## config.mk

```make
export PLATFORM = sky130hd
export DESIGN_NAME = olidf_cell
export DESIGN_NICKNAME = d
export VERILOG_FILES = /design/src/ordered_list_insert_delete_find_assert.svh /design/src/olidf_pkg.sv /design/src/olidf_cell.sv
export SDC_FILE = /design/constraint.sdc
export NUM_CORES = 1
export LEC_CHECK = 0
export BUFFER_PORTS_ARGS = -buffer_cell sky130_fd_sc_hd__buf_2
export CORE_ASPECT_RATIO = 0.8
export CORE_UTILIZATION = 50
export CTS_CLUSTER_DIAMETER = 50
export CTS_CLUSTER_SIZE = 28
export DETAILED_ROUTE_END_ITERATION = 10
export GPL_TIMING_DRIVEN = 0
export PLACE_DENSITY = 0.83
export SYNTH_ARGS = -nofsm -noshare
export SYNTH_HDL_FRONTEND = slang
export SYNTH_SLANG_ARGS = --single-unit
```

## constraint.sdc

```tcl
create_clock -name i_clk -period 5.15 [get_ports i_clk]
set_clock_uncertainty 0.05 [all_clocks]
set_input_delay 1.03 -clock i_clk [delete_from_list [all_inputs] [get_ports i_clk]]
set_output_delay 1.03 -clock i_clk [all_outputs]
set_load 0.03 [all_outputs]
```

## src/ordered_list_insert_delete_find_assert.svh

```systemverilog
// Assertion helpers for the ordered list block.
// Each macro expects a clock named i_clk and an active-low reset i_rst_n in scope.
`ifndef ORDERED_LIST_INSERT_DELETE_FIND_ASSERT_SVH
`define ORDERED_LIST_INSERT_DELETE_FIND_ASSERT_SVH

// Same-cycle implication.
`define OLIDF_ASSERT_NOW(label, ante, cons, msg) \
    label: assert property (@(posedge i_clk) disable iff (!i_rst_n) (ante) |-> (cons)) \
        else $error(msg);

// Implication checked in the next cycle.
`define OLIDF_ASSERT_NEXT(label, ante, cons, msg) \
    label: assert property (@(posedge i_clk) disable iff (!i_rst_n) (ante) |=> (cons)) \
        else $error(msg);

`endif

```

## src/olidf_pkg.sv

```systemverilog
package olidf_pkg;

    localparam int CAPACITY = 64;
    localparam int IDX_W    = $clog2(CAPACITY);
    localparam int CNT_W    = 7;
    localparam int POS_W    = 7;
    localparam int DATA_W   = 32;

    typedef enum logic [1:0] {
        OP_INSERT    = 2'd0,
        OP_DELETE    = 2'd1,
        OP_OVERWRITE = 2'd2,
        OP_FIND      = 2'd3
    } t_op;

    typedef enum logic [1:0] {
        ST_OK       = 2'd0,
        ST_FULL     = 2'd1,
        ST_BADPOS   = 2'd2,
        ST_NOTFOUND = 2'd3
    } t_status;

    typedef enum logic {
        S_IDLE = 1'b0,
        S_SCAN = 1'b1
    } t_state;

    // Broadcast from the controller to every cell.
    typedef struct packed {
        logic                     update;
        t_op                      op;
        logic [IDX_W-1:0]         pos0;
        logic                     capture;
        logic [CNT_W-1:0]         count;
        logic signed [DATA_W-1:0] value;
    } t_cell_ctrl;

endpackage

```

## src/olidf_cell.sv

```systemverilog
module olidf_cell (
    input  logic                              i_clk,
    input  olidf_pkg::t_cell_ctrl             i_ctrl,
    input  logic [olidf_pkg::IDX_W-1:0]       i_idx,
    input  logic signed [olidf_pkg::DATA_W-1:0] i_left,
    input  logic signed [olidf_pkg::DATA_W-1:0] i_right,
    output logic signed [olidf_pkg::DATA_W-1:0] o_data,
    output logic                              o_hit
);
    import olidf_pkg::*;

    logic signed [DATA_W-1:0] r_data;
    logic signed [DATA_W-1:0] n_data;
    logic                     r_hit;
    logic                     n_hit;
    logic                     w_at;
    logic                     w_above;

    assign w_at    = (i_idx == i_ctrl.pos0);
    assign w_above = (i_idx > i_ctrl.pos0);

    always_comb begin
        n_data = r_data;
        n_hit  = r_hit;
        if (i_ctrl.update) begin
            case (i_ctrl.op)
                OP_INSERT: begin
                    if (w_at) begin
                        n_data = i_ctrl.value;
                    end else if (w_above) begin
                        n_data = i_left;
                    end
                end
                OP_DELETE: begin
                    if (w_at || w_above) begin
                        n_data = i_right;
                    end
                end
                OP_OVERWRITE: begin
                    if (w_at) begin
                        n_data = i_ctrl.value;
                    end
                end
                default: begin
                end
            endcase
        end
        // Latch match only for live entries.
        if (i_ctrl.capture) begin
            n_hit = (r_data == i_ctrl.value) && (CNT_W'(i_idx) < i_ctrl.count);
        end
    end

    always_ff @(posedge i_clk) begin
        r_data <= n_data;
        r_hit  <= n_hit;
    end

    assign o_data = r_data;
    assign o_hit  = r_hit;

endmodule

```

After elaboration in Yosys (flattened, before gate mapping)
Index checks and enable logic that the tools add are counted.
{"block": "word_totals", "reg_bits": 33, "latch_bits": 0, "ram_bits": 0, "romBits": 0, "input_bits": 120, "out_inout_bits": 33, "elab_cells": 21, "n_memories": 0}
{"block": "classes", "n_addsub": 0, "mul": 0, "n_div": 0, "n_lt_le_gt_ge": 2, "eq_ne": 7, "shift": 0, "n_mux": 5, "bitwise": 0, "reduce_logical": 5}
{"operator": "$mux 32", "count": 4}
{"operator": "$pmux 32 s3", "count": 1}
{"operator": "$eq 32x32->1", "count": 1}
{"operator": "$lt 6x7->1", "count": 1}
{"operator": "$eq 6x6->1", "count": 1}
{"operator": "$gt 6x6->1", "count": 1}
{"operator": "$reduce_and 5->1", "count": 1}
{"operator": "$ne 2x2->1 const B", "count": 2}
{"operator": "$ne 3x3->1 const B", "count": 1}
{"operator": "$reduce_bool 3->1", "count": 1}
{"operator": "$eq 2x1->1 const B", "count": 1}
{"operator": "$eq 2x2->1 const B", "count": 1}
{"operator": "$logic_not 2->1", "count": 1}
{"operator": "$logic_and 1x1->1", "count": 1}
{"operator": "$logic_or 1x1->1", "count": 1}

Longest topological paths before layout
Gate-level depths: netlist (run 1).
{"block": "depth", "depth_word": 4, "ltp_mapped": 8, "mapped_depth_nobuf": 7}

Least setup slack after synthesis (run 1)
No wires, ideal clock.
{"block": "synth_path", "kind": "input-to-reg", "startpoint": "input port i_ctrl[43] in the netlist's numbering", "endpoint": "register r_data[0], in the netlist o_data[0], enable pin", "setup_time_ps": 392, "t_arrival_ps": 2836, "t_required_ps": 4708, "path_slack_ps": 1872, "cell_stages": 8, "path_buffers": 1, "cell_sequence": "inv_1 > ha_1 > nand4_4 > nor2_8 > buf_12 > nand2_1 > o21ai_0 > and3_1"}
{"block": "synth_between", "elab_chain_cells": 4, "word_cells_on_any_way": 7, "cone_classes": "1 x order compare; 4 x eq/ne; 2 x reduce/logical"}
{"element": "start: declaration", "line_no": "olidf_cell.sv:3", "source": "input olidf_pkg::t_cell_ctrl i_ctrl,"}
{"element": "$gt 6x6->1 / $eq 6x6->1 (equally long branches)", "line_no": "olidf_cell.sv:20, olidf_cell.sv:19"}
{"element": "$logic_or 1x1->1", "line_no": "olidf_cell.sv:35", "source": "if (w_at || w_above) begin"}
{"element": "$ne 2x2->1 (no line)"}
{"element": "$reduce_and 5->1 (no line) *"}
{"element": "end signal: assignment", "line_no": "olidf_cell.sv:55", "source": "r_data <= n_data;"}
{"element": "end: declaration", "line_no": "olidf_cell.sv:12", "source": "logic signed [DATA_W-1:0] r_data;"}
Every way passes the cells marked *; elsewhere a longest branch is shown, timed or not.
A chain may end at the register's enable or synchronous reset.

Final worst setup path (run 1)
{"block": "layout_path", "startpoint": "input port i_idx[3] in the netlist's numbering", "endpoint": "register r_data[0], in the netlist o_data[0], enable pin"}
{"block": "layout_between", "elab_chain_cells": 4, "word_cells_on_any_way": 7, "cone_classes": "1 x order compare; 4 x eq/ne; 2 x reduce/logical"}
{"element": "start: declaration", "line_no": "olidf_cell.sv:4", "source": "input logic [olidf_pkg::IDX_W-1:0] i_idx,"}
{"element": "$gt 6x6->1 / $eq 6x6->1 (equally long branches)", "line_no": "olidf_cell.sv:20, olidf_cell.sv:19"}
{"element": "$logic_or 1x1->1", "line_no": "olidf_cell.sv:35"}
{"element": "$ne 2x2->1 (no line)"}
{"element": "$reduce_and 5->1 (no line) *"}
Marks and branches as above.

==> results of run 1 <==
## critical path: stages
cell     delay (ps)
buf_2           120
ha_1            330
nand4_4         170
nor2_8          260
buf_12          190
nand2_1          50
o21ai_0          70
and3_2          720
## cells in the mapped netlist, types with 2 or more instances
library cell	number	area share (%)
a211oi_2	30	13
a21oi_1	5	0.84
a21oi_2	30	8.8
buf_12	4	2.7
ha_1	14	5.9
nand4_1	2	0.42
inv_1	13	1.6
nor4_1	8	1.7
nand2b_1	2	0.42
nand2_1	4	0.50
edfxtp_1	33	33
clkbuf_1	11	1.4
nor2b_1	32	6.7
buf_6	2	0.75
o21ai_0	3	0.50
buf_2	4	0.67
o211ai_1	2	0.50
a21o_1	2	0.50
a22oi_1	31	7.8
nor2_1	2	0.25
xor2_1	32	9.4
## cell families (layout without fill, tap and decap cells)
logic type | after synthesis | in the layout | synth area share [%]
xor gates and xnor gates | 32 | 32 | 9.388
and+or+nand+nor | 56 | 56 | 12.20
DFF | 33 | 33 | 33.19
AOI/OAI and AO/OA | 106 | 106 | 32.23
buffers and inverters | 34 | 193 | 7.125
adders and majority gates | 14 | 14 | 5.868
## stage by stage
step	std cells	power, mW	utilization [%]
3_3_place_gp	505	0.6476	68.82
2_1_floorplan	275	0.5391	-
3_5_place_dp	505	0.6541	68.84
5_1_grt	512	0.8754	70.21
6_report	512	0.8412	70.21
4_1_cts	512	0.8376	70.21
## routing by layer
layer / wire (um) / GRT usage, % / vias up
met5: 0 / 0 / -
met4: 92 / 6.631 / 0
met3: 673 / 7.001 / 10
met2: 4129 / 45.73 / 120
met1: 3752 / 39.20 / 1362
li1: - / - / 1360
## cell usage in the layout (no fill, tap or decap), types with 2 or more instances in the layout
cell type / synthesis / routed
o211ai_1: 2 / 2
xor2_1: 32 / 32
nor2_1: 2 / 2
nand2b_1: 2 / 2
nor2b_1: 32 / 32
nand4_1: 2 / 2
clkbuf_8: 0 / 5
a21oi_2: 30 / 30
inv_1: 13 / 13
buf_12: 4 / 4
a211oi_2: 30 / 30
clkbuf_1: 11 / 12
edfxtp_1: 33 / 33
nor4_1: 8 / 8
a22oi_1: 31 / 31
buf_2: 4 / 156
a21o_1: 2 / 2
a21oi_1: 5 / 5
nand2_1: 4 / 4
ha_1: 14 / 14
o21ai_0: 3 / 3
buf_6: 2 / 2
## state kept, by name, summed over array words and instances (netlist names)
register	cells
o_data	32
o_hit	1
## cell type report
type                       instances  area, um^2
buffer                            21       163.9
tap                               78       97.59
fill                             466        1664
inverter                          13       48.80
clock buffer                       6       72.57
clock inverter                     1       3.754
timing repair buffer             152       760.7
multi-input combinational        208        1783
sequential                        33       991.0
## power by group through the flow
stage                     clock network, mW  registers [mW]  logic [mW]
after floorplan                           0           0.387       0.152
after global placement                    0           0.346       0.301
after detailed placement                  0           0.347       0.308
after CTS                             0.188           0.341       0.308
after global routing                  0.199           0.343       0.333
final                                 0.192           0.341       0.308
## path summary, 6_finish.rpt
path | to | depth (start not counted)
worst min register to register | o_hit | 4
worst max-delay path | o_data[0] | 8
worst min-delay path | o_hit | 4
worst max register to register | o_hit | 4
==> metrics.csv, run 1 <==
metric;value;unit
initial_utilization;53.45;%
synthArstFlopShare;0;%
grt_pass1_vias;2764;
hold_slack;822.6;ps
path_clk_slew;70;ps
r2r-start;o_data[19];
antennaDiodeCount;0;
hold_viol;0;
grt_pass1_wl;13.51;mm
place_ws;1732;ps
cp_data_required_time;5020;ps
p_seq_share;40.5;%
drive_above_1_share;53.00;%
fin_tns_setup;0;ps
netSwitchingFraction;35.59;%
postRouteAntennaNets;0;
die_w;88.39;um
first_pass_iters;4;
ys.warnings.count;0;
maxSlewHeadroom;47.63;%
clock-sinks;33;
combPwrFrac;36.6;%
drt_iter0_drc;170;
antenna_found_initial;0;
overflow;0;
cts_buffers;5;
power.switching;0.2994;mW
fp.dieArea;6286;um^2
p_leak;1.656;nW
cts_setup_buffers;0;
cp_data_arrival_time;2950;ps
synth_flop_cell;edfxtp_1;
areaGrowthSynthToFinish;31.35;%
hp-class;reg2reg;
rsz0062_at_grt;no;
clock_path_buffers;2;
routed_wl;8.646;mm
post_cts_resized;0;
grt.total_usage;28.63;%
wire_per_inst;16.89;um
crit_path_start;i_idx[3];
placed_area;3845;um^2
yosysUniqueCellTypes;30;
die_y;71.12;um
synth_edf_count;33;
grt_max_degree;33;
finalSetupViolCount;0;
period_share;59.77;%
via_per_inst;5.570;
htree_levels;2;
synth_area;2985;um^2
holdBufCountCts;0;
setup_ws;2072;ps
pwr_density_cell;214.5;nW/um^2
drc_errors;0;
core_area;5585;um^2
min_period;3078;ps
fmax;0.3249;GHz
seq_area_frac_synth;33.19;%
synth-seq-cells;33;
r2r_slack;3500;ps
cap_violations;0;
worstPathMaxFanout;32;
startpoint_type;input port;
pin_count;153;
gp_congestion;0.8245;
dpl.hpwl;6.791;mm
worst_setup_path_end_kind;flip-flop;
synth_cells;275;
worstHoldStart;o_data[15];
syn_avg_cell_area;10.86;um^2
clkLatencyLatePin;290;ps
rows;24;
critPathKind;in2reg;
outcome;finished clean;
worstMarginPinSlew;785.5;ps
cts_tree;done;
root_buffer;clkbuf_8;
irDropWorstVdd;0.1299;mV
clock_power_share;22.9;%
final_area;3921;um^2
syn-num-nets;409;
slew_viol_final;0;
p_int;0.5418;mW
vias;2852;
io_buffers;152;
nets;568;
Note: power is estimated with default switching activity, not from simulation.
==> run 2: changes to the inputs <==
Settings changed: ABC_AREA from default to 1, CORE_UTILIZATION 50 to 47, PLACE_DENSITY 0.83 to 0.78.
Clock period 5.15 ns to 3.19 ns, I/O delays scaled along.
==> run 2 against run 1 <==
  * Register-to-register slack got worse by 1600 ps
  * Cell count rose by 39%
  * Count of clock-buffer cells in the layout rose by 2
  * Die area rose by 6.5%
  * Design area rose by 0.54%
  * Clock power rose by 65%
  * Combinational power rose by 59%
==> metrics.csv, run 2 <==
metric;value;unit
drc_errors;0;
design_power_total;1.374;mW
dp_cells;705;
hold_viol;0;
die_y;73.38;um
worstMarginPinSlew;946.6;ps
largest_reg_flops;32;
ys.warnings.count;0;
overflow;0;
synth-seq-cells;33;
crit_path_start;i_ctrl[46];
clock_path_buffers;2;
yosysTopAreaCellShare;33.11;%
p_seq_share;41.4;%
antennaDiodeCount;0;
finalSetupViolCount;0;
die_w;91.22;um
maxSlewHeadroom;36.74;%
nets;765;
root_buffer;clkbuf_8;
routed_wl;9.642;mm
synth_top_family_by_area;simple AND/OR/NAND/NOR gates;
clock-sinks;33;
syn_avg_cell_area;6.341;um^2
period_share;87.27;%
seq_area_frac_synth;33.11;%
initial_utilization;49.58;%
fmax;0.3592;GHz
first_pass_iters;5;
min_period;2784;ps
synthArstFlopShare;0;%
via_per_inst;5.065;
slew_viol_final;0;
synth_xor_area_share;1.463;%
yosysUniqueCellTypes;22;
areaGrowthSynthToFinish;31.73;%
postRouteAntennaNets;0;
dpl.hpwl;7.484;mm
post_cts_resized;0;
p_leak;2.108;nW
path_clk_slew;70;ps
synth_common_cells;202 x nand2_1, 70 x inv_1, 50 x o21ai_0, 33 x edfxtp_1, 29 x o21ai_1;
pin_count;153;
r2r-start;o_data[30];
htree_levels;2;
combPwrFrac;35.6;%
synth-compound-area-share;15.18;%
outcome;finished clean;
irDropWorstVdd;0.2219;mV
worstPathMaxFanout;32;
clkLatencyLatePin;290;ps
grt_pass1_wl;14.99;mm
cts_tree;done;
worst_setup_path_end_kind;flip-flop;
synth-simple-area-share;31.90;%
synth_cells;472;
netSwitchingFraction;36.74;%
yosysTopAreaCell;edfxtp_1;
cts_buffers;5;
gp_congestion;0.8370;
holdBufCountCts;0;
synth_fa_ha_area_share;5.853;%
startpoint_type;input port;
worstHoldStart;i_ctrl[39];
cp_data_required_time;3060;ps
p_int;0.8691;mW
io_buffers;152;
cp_data_arrival_time;2650;ps
pwr_density_cell;348.5;nW/um^2
muxShareOfSynthArea;0;%
hold_slack;494.6;ps
rsz0062_at_grt;no;
wire_per_inst;13.52;um
synth_area;2993;um^2
clock_power_share;23.0;%
hp-class;in2reg;
fp.dieArea;6693;um^2
final_common_cell;nand2_1;
syn-num-nets;606;
final_cells;713;
grt_max_degree;33;
antenna_found_initial;0;
drive_above_1_share;26.90;%
vias;3611;
synth_flop_cell;edfxtp_1;
power.switching;0.5048;mW
grt.total_usage;29.16;%
synth.top_cells.by_area;edfxtp_1 33%, nand2_1 25%, inv_1 8.8%, o21ai_0 8.4%, ha_1 5.9%;
core_area;6037;um^2
layout_common_cells;202 x nand2_1, 156 x buf_2, 70 x inv_1;
rows;25;
final_area;3943;um^2
placed_area;3862;um^2
cts_setup_buffers;0;
cap_violations;0;
yosysMostFrequentCell;nand2_1;
synth_edf_count;33;
grt_pass1_vias;3257;
critPathKind;in2reg;
drt_iter0_drc;232;
-- run 2: cells by family after synthesis --
logic type	count (synthesis)
AND/OR/NAND/NOR	241
buffers and inverters	90
XOR/XNOR	5
flip-flops	33
AO/OA/AOI/OAI	89
adder cells (fa/ha/maj)	14
-- run 2: critical path, stage by stage --
cell	delay (ps)
buf_2	110
inv_1	70
ha_1	140
buf_2	200
inv_1	180
clkbuf_1	280
nand2_1	130
nand3_1	120
nor2_4	760
-- run 2: routing by layer --
metal / GRT usage, % / vias up / wire (um) / share of wire, %
li1: - / 1807 / - / -
met1: 38.73 / 1625 / 4245 / 44
met2: 50.51 / 167 / 4531 / 47
met3: 4.348 / 12 / 761 / 7.9
met4: 7.407 / 0 / 104 / 1.1
met5: 0 / - / 0 / 0
-- run 2: power by group through the flow --
stage	clock (mW)	sequential, mW	combinational, mW
floorplan	0	0.655	0.217
global placement	0	0.575	0.472
detailed placement	0	0.576	0.485
CTS	0.316	0.568	0.486
global route	0.334	0.575	0.541
finish	0.316	0.569	0.489
-- run 2: through the flow --
stage               utilization, %  setup slack, ps  setup TNS, ps
global placement             63.90           -410.1         -13080
detailed placement           63.98            61.04              0
finish                       65.31            406.2              0
global route                 65.31            218.7              0
floorplan                        -            455.6              0
CTS                          65.31            364.8              0
-- run 2: layout make-up --
| type | count | area (um^2) |
|---|---|---|
| Timing Repair Buffer | 152 | 760.7 |
| Tap cell | 81 | 101.3 |
| Clock buffer | 8 | 80.08 |
| Fill cell | 573 | 2095 |
| Sequential cell | 33 | 991.0 |
| Inverter | 71 | 267.8 |
| Buffer | 19 | 106.4 |
| Multi-Input combinational cell | 349 | 1635 |
-- run 2: worst paths after layout --
check | cells after the start | slack (ps) | to
max reg2reg | 7 | 1900 | o_hit
max | 9 | 410 | o_data[25]
min | 1 | 490 | o_hit
min reg2reg | 5 | 760 | o_hit
==> run 3: changes to the inputs <==
--- a/config.mk
+++ b/config.mk
@@ -16,2 +16,3 @@
 export PLACE_DENSITY = 0.78
+export SKIP_CTS_REPAIR_TIMING = 1
 export SYNTH_ARGS = -nofsm -noshare
@@ -19 +20,2 @@
 export SYNTH_SLANG_ARGS = --single-unit
+export TNS_END_PERCENT = 20
==> constraint.sdc (replaced) <==
create_clock -name i_clk -period 3.19 [get_ports i_clk]
set_clock_uncertainty 0.05 [all_clocks]
set_input_delay 0.4785 -clock i_clk [delete_from_list [all_inputs] [get_ports i_clk]]
set_output_delay 0.4785 -clock i_clk [all_outputs]
set_load 0.03 [all_outputs]
==> run 3 against run 2 <==
  * Sequential share of layout area shrank 0.17 points
  * Clock power rose by 27%
  * Critical endpoint is now o_data[2]
  * Sequential power hardly changed
  * Combinational power grew 0.8%
==> metrics.csv, run 3 (synthesis gave the netlist of run 2 again) <==
metric;value;unit
overflow;0;
fin_tns_setup;0;ps
rsz0062_at_grt;no;
place_ws;283.9;ps
worstMarginPinSlew;995.6;ps
critPathMaxStageDelay;790;ps
period_share;82.57;%
hold_slack;334.7;ps
drt_iter0_drc;226;
first_pass_iters;6;
htree_levels;2;
post-route-util;65.74;%
setup_ws;556.1;ps
gp_congestion;0.8254;
p_leak;2.121;nW
pwr_density_cell;368.3;nW/um^2
routed_wl;9.826;mm
antenna_found_initial;0;
nets;765;
cap_violations;0;
p_seq_share;38.8;%
path_clk_slew;70;ps
layout_common_cells;202 x nand2_1, 156 x buf_2, 70 x inv_1;
cts_buffers;5;
fmax;0.3797;GHz
finalSetupViolCount;0;
netSwitchingFraction;35.37;%
clock_power_share;27.5;%
areaGrowthSynthToFinish;32.61;%
grt.total_usage;29.38;%
multi_input_area;1635;um^2
worst_setup_path_end_kind;flip-flop;
grt_pass1_wl;15.18;mm
combPwrFrac;33.7;%
grt_max_degree;33;
core_area;6037;um^2
path_cells;buf_2 -> inv_1 -> ha_1 -> buf_2 -> inv_1 -> clkbuf_1 -> nand2_1 -> nand3_1 -> nor2_4;
dpl.hpwl;7.634;mm
min_period;2634;ps
critPathKind;in2reg;
irDropWorstVdd;0.1930;mV
slew_viol_final;0;
hp-class;in2reg;
clock-sinks;33;
hold_viol;0;
cp_data_arrival_time;2490;ps
design_power_total;1.462;mW
clock_path_buffers;2;
outcome;finished clean;
initial_utilization;49.58;%
final_common_cell;nand2_1;
worstPathMaxFanout;32;
via_per_inst;5.121;
cp_data_required_time;3050;ps
io_buffers;152;
rows;25;
grt_pass1_vias;3324;
p_int;0.9448;mW
die_y;73.38;um
fp.dieArea;6693;um^2
drc_errors;0;
die_w;91.22;um
cp_slowest_cell;nor2_4;
root_buffer;clkbuf_8;
fillers;566;
clkLatencyLatePin;290;ps
antennaDiodeCount;0;
largest_reg_flops;32;
cts_tree;done;
startpoint_type;input port;
maxSlewHeadroom;33.47;%
power.switching;0.5170;mW
wire_per_inst;13.78;um
vias;3651;
pin_count;153;
postRouteAntennaNets;0;
final-seq-area;991.0;um^2
drive_above_1_share;27.06;%
==> run 3: cell types whose count changed in the layout (fill, tap and decap cells not counted) <==
cell / change
clkinv_1: +1
bufinv_16: +1
clkbuf_1: -2
==> run 3: power by group through the flow <==
stage                     Sequential (mW)  Combinational, mW  Clock, mW
after global placement              0.575              0.472          0
final                               0.568              0.493      0.401
after floorplan                     0.655              0.216          0
after detailed placement            0.576              0.488          0
after CTS                           0.567              0.489      0.396
after global routing                0.572              0.541      0.414
==> run 3: path summary, 6_finish.rpt <==
path	from	endpoint	slack (ps)	cells after the start
setup / recovery	i_ctrl[46]	o_data[2]	560	9
hold / removal	i_ctrl[39]	o_hit	330	1
setup reg to reg	o_data[31]	o_hit	1910	7
hold reg to reg	o_data[24]	o_hit	770	5
==> run 3: area by class of cell <==
| type | instances | area share, % |
|---|---|---|
| Buffer | 19 | 2.680 |
| Clock buffer | 6 | 1.828 |
| Clock inverter | 2 | 0.8512 |
| Inverter | 71 | 6.747 |
| Multi-Input combinational cell | 349 | 41.20 |
| Sequential cell | 33 | 24.97 |
| Tap cell | 81 | 2.554 |
| Timing Repair Buffer | 152 | 19.17 |
==> run 3: worst max-delay path: cells and delay by family <==
| kind | cells | cell delay, ps |
|---|---|---|
| simple gates | 3 | 1040 |
| fa+ha+maj | 1 | 130 |
| buf+inv | 5 | 820 |
==> run 3: layer usage <==
metal / GRT usage [%] / wire length (um) / share of wire (%)
met1: 38.42 / 4272 / 43
met2: 51.77 / 4593 / 47
met3: 4.762 / 876 / 8.9
met4: 6.702 / 82 / 0.83
met5: 0 / 0 / 0
==> run 3: per-stage QoR <==
step / instance area (um^2) / std cells
after floorplan: 2993 / 472
after global placement: 3855 / 705
after detailed placement: 3862 / 705
after CTS: 3969 / 713
after global routing: 3969 / 713
final: 3969 / 713
